File: config.mk
export PLATFORM = sky130hd
export DESIGN_NAME = iee_divider
export DESIGN_NICKNAME = d
export VERILOG_FILES = /design/src/hw/rtl/infix_expression_evaluator_macros.svh /design/src/hw/rtl/iee_pkg.sv /design/src/hw/rtl/iee_divider.sv
export SDC_FILE = /design/constraint.sdc
export NUM_CORES = 1
export LEC_CHECK = 0
export ABC_AREA = 1
export BUFFER_PORTS_ARGS = -buffer_cell sky130_fd_sc_hd__clkbuf_2
export CAP_MARGIN = 40
export CORE_UTILIZATION = 30
export CTS_CLUSTER_SIZE = 40
export DETAILED_ROUTE_END_ITERATION = 16
export PLACE_DENSITY = 0.59
export SLEW_MARGIN = 5
export SYNTH_ARGS = -nofsm -noshare
export SYNTH_HDL_FRONTEND = slang
export SYNTH_SLANG_ARGS = --single-unit
File: constraint.sdc
create_clock -name clk -period 4.7 [get_ports clk]
set_clock_uncertainty 0.1 [all_clocks]
set_input_delay 0.235 -clock clk [delete_from_list [all_inputs] [get_ports clk]]
set_output_delay 0.235 -clock clk [all_outputs]
set_load 0.01 [all_outputs]
File: src/hw/rtl/infix_expression_evaluator_macros.svh
// Assertion macros shared by the evaluator RTL.
`ifndef INFIX_EXPRESSION_EVALUATOR_MACROS_SVH
`define INFIX_EXPRESSION_EVALUATOR_MACROS_SVH
// Implication checked at every rising clock edge outside reset.
`define IEE_ASSERT_IMP(label, clk_s, rst_s, ante, cons, msg) \
    label: assert property (@(posedge clk_s) disable iff (!rst_s) (ante) |-> (cons)) \
        else $error(msg);
// Implication whose consequent is checked in the next cycle.
`define IEE_ASSERT_NEXT(label, clk_s, rst_s, ante, cons, msg) \
    label: assert property (@(posedge clk_s) disable iff (!rst_s) (ante) |=> (cons)) \
        else $error(msg);
`endif

File: src/hw/rtl/iee_pkg.sv
// ----------------------------------------------------------------------------
// iee_pkg
// Shared constants and types of the infix expression evaluator.
// ----------------------------------------------------------------------------
`default_nettype none
package iee_pkg;
    localparam int STACK_DEPTH_DEFAULT = 16;
    localparam int FRAC_BITS_DEFAULT   = 16;
    localparam int ACC_W               = 40;
    localparam int MAX_FRAC_DIGITS     = 8;

    localparam logic [2:0] OPC_ADD  = 3'd0;
    localparam logic [2:0] OPC_SUB  = 3'd1;
    localparam logic [2:0] OPC_MUL  = 3'd2;
    localparam logic [2:0] OPC_DIV  = 3'd3;
    localparam logic [2:0] OPC_LPAR = 3'd4;

    localparam logic [1:0] ST_OK        = 2'd0;
    localparam logic [1:0] ST_MALFORMED = 2'd1;
    localparam logic [1:0] ST_DIVZERO   = 2'd2;
    localparam logic [1:0] ST_OVERFLOW  = 2'd3;

    localparam logic [7:0] CH_PLUS  = 8'h2B;
    localparam logic [7:0] CH_MINUS = 8'h2D;
    localparam logic [7:0] CH_STAR  = 8'h2A;
    localparam logic [7:0] CH_SLASH = 8'h2F;
    localparam logic [7:0] CH_LPAR  = 8'h28;
    localparam logic [7:0] CH_RPAR  = 8'h29;
    localparam logic [7:0] CH_POINT = 8'h2E;
    localparam logic [7:0] CH_SPACE = 8'h20;
    localparam logic [7:0] CH_ZERO  = 8'h30;
    localparam logic [7:0] CH_NINE  = 8'h39;

    // Request to the shared divider and its result.
    typedef struct packed {
        logic        start;
        logic [63:0] dividend;
        logic [39:0] divisor;
    } div_req_t;

    typedef struct packed {
        logic        done;
        logic [63:0] quotient;
        logic [39:0] remainder;
    } div_rsp_t;

    function automatic logic [1:0] prec(input logic [2:0] op);
        if (op == OPC_ADD || op == OPC_SUB) return 2'd1;
        if (op == OPC_MUL || op == OPC_DIV) return 2'd2;
        return 2'd0;
    endfunction

    function automatic logic [39:0] pow_ten(input logic [3:0] n);
        case (n)
            4'd0:    return 40'd1;
            4'd1:    return 40'd10;
            4'd2:    return 40'd100;
            4'd3:    return 40'd1000;
            4'd4:    return 40'd10000;
            4'd5:    return 40'd100000;
            4'd6:    return 40'd1000000;
            4'd7:    return 40'd10000000;
            default: return 40'd100000000;
        endcase
    endfunction
endpackage
`default_nettype wire

File: src/hw/rtl/iee_divider.sv
// ----------------------------------------------------------------------------
// iee_divider
// Unsigned restoring divider, 64 by 40 bits, one quotient bit per cycle.
// ----------------------------------------------------------------------------
`default_nettype none
module iee_divider (
    input  wire logic             clk,
    input  wire logic             rst_n,
    input  wire iee_pkg::div_req_t req,
    output iee_pkg::div_rsp_t     rsp
);
    logic [63:0] quo_reg, quo_next;
    logic [40:0] rem_reg, rem_next;
    logic [39:0] dsr_reg, dsr_next;
    logic [6:0]  cnt_reg, cnt_next;
    logic        busy_reg, busy_next;
    logic        done_reg, done_next;
    logic [41:0] trial;

    always_comb
    begin
        quo_next  = quo_reg;
        rem_next  = rem_reg;
        dsr_next  = dsr_reg;
        cnt_next  = cnt_reg;
        busy_next = busy_reg;
        done_next = 1'b0;
        trial     = '0;
        if (req.start)
        begin
            quo_next  = req.dividend;
            rem_next  = '0;
            dsr_next  = req.divisor;
            cnt_next  = 7'd64;
            busy_next = 1'b1;
        end
        else if (busy_reg)
        begin
            trial = {rem_reg, quo_reg[63]} - {2'b00, dsr_reg};
            if (!trial[41])
            begin
                rem_next = trial[40:0];
                quo_next = {quo_reg[62:0], 1'b1};
            end
            else
            begin
                rem_next = {rem_reg[39:0], quo_reg[63]};
                quo_next = {quo_reg[62:0], 1'b0};
            end
            cnt_next = cnt_reg - 7'd1;
            if (cnt_reg == 7'd1)
            begin
                busy_next = 1'b0;
                done_next = 1'b1;
            end
        end
    end

    always_ff @(posedge clk or negedge rst_n)
    begin
        if (!rst_n)
        begin
            busy_reg <= 1'b0;
            done_reg <= 1'b0;
            cnt_reg  <= '0;
        end
        else
        begin
            busy_reg <= busy_next;
            done_reg <= done_next;
            cnt_reg  <= cnt_next;
        end
    end

    always_ff @(posedge clk)
    begin
        quo_reg <= quo_next;
        rem_reg <= rem_next;
        dsr_reg <= dsr_next;
    end

    assign rsp.done      = done_reg;
    assign rsp.quotient  = quo_reg;
    assign rsp.remainder = rem_reg[39:0];
endmodule
`default_nettype wire

==> metrics.md <==
| Metric | Value |
|---|---|
| Largest family of logic cells by synthesized area | simple AND/OR/NAND/NOR gates |
| Post-Synth Adder-Cell Area | 5.466% |
| Syn Std Cell Area | 0.009981 mm2 |
| Post-route minimum period | 2.720 ns |
| Clock Tree Root | clkbuf_16 |
| Number of global-route vias before repair | a little over 9000 |
| Antenna violations before repair | 2 |
| Post-Layout Cell Count | 2124 |
| Sequential-to-total area share from yosys stat | roughly two fifths |
| Most frequent cells in the layout | nand2_1 (611), inv_1 (224), clkbuf_2 (210) |
| Clock sink count | between 150 and 200 |
| Std cell rows | between 60 and 70 |
| Initial Util | 30.60% |
| Global route total overflow | 0 |
| Synth-to-layout area growth | 28.03% |
| Final #Nets | ~1800 |
| Synth Register Bits | 154 |
| Share of synthesized registers carrying an async set or reset | slightly below 6% |
| Simple-gate share of the synthesized area | approximately a third |
| WS Path Type | register to register |
| Pleak | a little under 7 nW |
| Vias per cell | 4.357 |
| Share of cells above drive strength 1 | between 15 and 20% |
| Crit path required time | roughly 4.8 ns |
| Slowest-stage cell, CP | ha_1 |
| Post-Synth XOR/XNOR Area | 2.106% |
| Max_cap viols | 0 |
| Netlist cell types | 45 |
| Pre-antenna DRT Iters | 6 |
| CTS tree | built |
| DRC violations left | 0 |
| Mux contribution to synthesized area | 0% |
| Post-synth EDFFs | around 100 |
| Min-delay worst type | input pin to register |
| Routed WL | around 30 mm |
| Syn nets | between 1500 and 2000 |
| Vias | roughly 9000 |
| Worst-path fanout max | 42 |
| Total GRT Usage | approximately 18% |
| DP Worst Slack | just under 2 ns |
| Core area | approximately 0.033 mm2 |
| Status | finished, final reports clean |
| # H-tree levels | 4 |
| Relative slew slack | about two fifths |
| Routed WL per cell | between 10 and 15 um |
| Endpoints failing setup | 0 |
| Crit-path most repeated cell | nand2_1 |
| Die X | 184.4 um |
| ANT nets after route | 0 |
| Largest net degree at the start of global routing | 80 |
| Die area | approximately 0.034 mm2 |
| Power per cell area | 279.8 mW/mm2 |
| Flip-flop count of the largest register after layout | 64 |
| Clk Latency, worst-skew pair | between 0.4 and 0.5 ns |
| PortBufs | about 210 |
| CP Launch Type | register |
| Initial drt markers | about 490 |
| Yosys warnings | 0 |
| Post-synthesis compound-gate area fraction | 3.874% |
| Fin worst setup slack | just under 2 ns |
| Inst Count DP | just under 2000 |
| CP endpoint kind | register |
| Design Area, Final | around 0.013 mm2 |
| Least-Margin Pin Slew | roughly 0.88 ns |
| Setup TNS Final | 0 ns |
| Crit path cell chain | inv_1 > ha_1 > nand2_1 > nor2_2 > nand2_1 > nand2_1 > nand2_1 > nand2_1 > nand2_1 > nand3_2 > nand2_2 > nand2_4 > o21ai_0 |
| Multi-input combinational cell area | roughly 0.0045 mm2 |
| Seq. cell area | approximately 0.0042 mm2 |
| RSZ-0062 raised after global routing | false |
| CTS buffer count | 17 |
| WP data arrival | 2.79 ns |
| Post-Syn Instances | roughly 1400 |
| Die height | about 180 um |
| Setup bufs post-CTS | 0 |
| CP max stage delay | around 0.40 ns |
| Clock buffer depth | 2 |
| GPL Wtd Cong | 0.9138 |
| CTS clock-pin slew for the worst setup and hold paths | 0.07 ns |
| Max Slew Vio Count | 0 |
| Fmax | between 300 and 400 MHz |
| First-pass GRT wire length | approximately 47 mm |
| Max VDD drop | around 0.27 mV |
| Mapped Avg Cell Area | between 7 and 8 um2 |
| Io pins | approximately 210 |
| R2R Setup Slk | between 1.5 and 2 ns |
| Crit share post-route | a little under 60% |
| Leading cell type in the layout, fill and taps excluded | nand2_1 |
| DP HPWL | ~22 mm |
| Area after DPL | about 0.011 mm2 |
| Fillers | between 3000 and 4000 |
| Final Hold Fails | 0 |
| Ys flop type | edfxtp_1 |
-- per-layer routing --
layer  wire [um]  global-route usage (%)
met5           0                       0
met1       12630                   21.00
met2       14510                   32.24
met3        2076                   5.177
met4         602                   5.900
-- stage by stage --
stage	util (%)	hold WS [ns]	total power, mW
after detailed placement	34.19	0.007691	2.130
after global placement	34.19	0.002673	2.127
final	39.18	0.07188	3.575
after CTS	39.16	0.05878	3.635
after floorplan	-	-0.1606	1.919
after global routing	39.18	0.09431	3.752
-- cell type report --
| cell class | count | area share [%] |
|---|---|---|
| sequential | 154 | 32.63 |
| timing repair buffer | 320 | 16.72 |
| tap | 442 | 4.328 |
| multi-input combinational | 947 | 35.08 |
| antenna | 2 | 0.03917 |
| clock buffer | 17 | 3.329 |
| clock inverter | 15 | 1.204 |
| inverter | 227 | 6.668 |
-- what timing repair did --
item,in CTS,in global routing
hold buffers,104,0
endpoints found under the hold margin,112,0
resized for setup,0,0
-- cell usage after synthesis (2+ instances only) --
master    instances  share of area, %
xnor2_1          16               1.4
and2_1            2              0.13
o21a_1            3              0.23
buf_6             6              0.68
nor2_2            5              0.31
o21ai_0          15              0.75
nand2_2          17               1.1
edfxtp_1        104                31
buf_1             3              0.11
nand2_1         611                23
inv_1           225               8.5
a21oi_1          30               1.5
o21ai_1           5              0.25
o21bai_1          4              0.30
nor2_4            3              0.34
xor2_1            8              0.70
a21o_1            2              0.15
a31oi_1           2              0.13
nand3_1          76               3.8
or2_2             2              0.13
nand2_4           2              0.23
nand3b_1          2              0.15
dfxtp_1          41               8.2
clkbuf_1         18              0.68
nand4_1           3              0.19
nor2_1           80               3.0
dfrtp_1           9               2.3
a21oi_2           3              0.26
ha_1             42               5.3
buf_4            42               3.2
nand3_2           3              0.30
nor3_1            2              0.10
-- worst max-delay path: cells and delay by family, from the launching register on --
kind | cells | cell delay [ns]
AO/OA/AOI/OAI | 1 | 0.14
adder cells (fa/ha/maj) | 1 | 0.40
buffers and inverters | 1 | 0.05
flip-flops | 1 | 0.32
AND/OR/NAND/NOR | 10 | 1.42
-- worst paths after layout --
kind	cells past startpoint	start	endpoint
worst max-delay path	13	dsr_reg[16]	quo_reg[0]
worst min-delay path	3	req[103]	quo_reg[63]
worst max register to register	13	dsr_reg[16]	quo_reg[0]
worst min register to register	2	rem_reg[12]	rem_reg[12]
max in group asynchronous	2	rst_n	busy_reg
min in group asynchronous	2	rst_n	done_reg
-- cell families (layout without fill, tap and decap cells) --
| family | after synthesis | count (layout) |
|---|---|---|
| fa+ha+maj | 43 | 43 |
| other cells | 0 | 2 |
| xor+xnor | 24 | 24 |
| flops | 154 | 154 |
| compound gates | 67 | 67 |
| buf+inv | 298 | 579 |
| simple gates | 813 | 813 |
-- power breakdown --
| group | switching, mW | total, mW | internal (mW) |
|---|---|---|---|
| registers | 0.0633 | 1.63 | 1.56 |
| clock network | 0.654 | 1.41 | 0.751 |
| logic | 0.314 | 0.543 | 0.229 |
| total | 1.03 | 3.58 | 2.54 |
No activity file was read; power rests on OpenSTA's default activity.
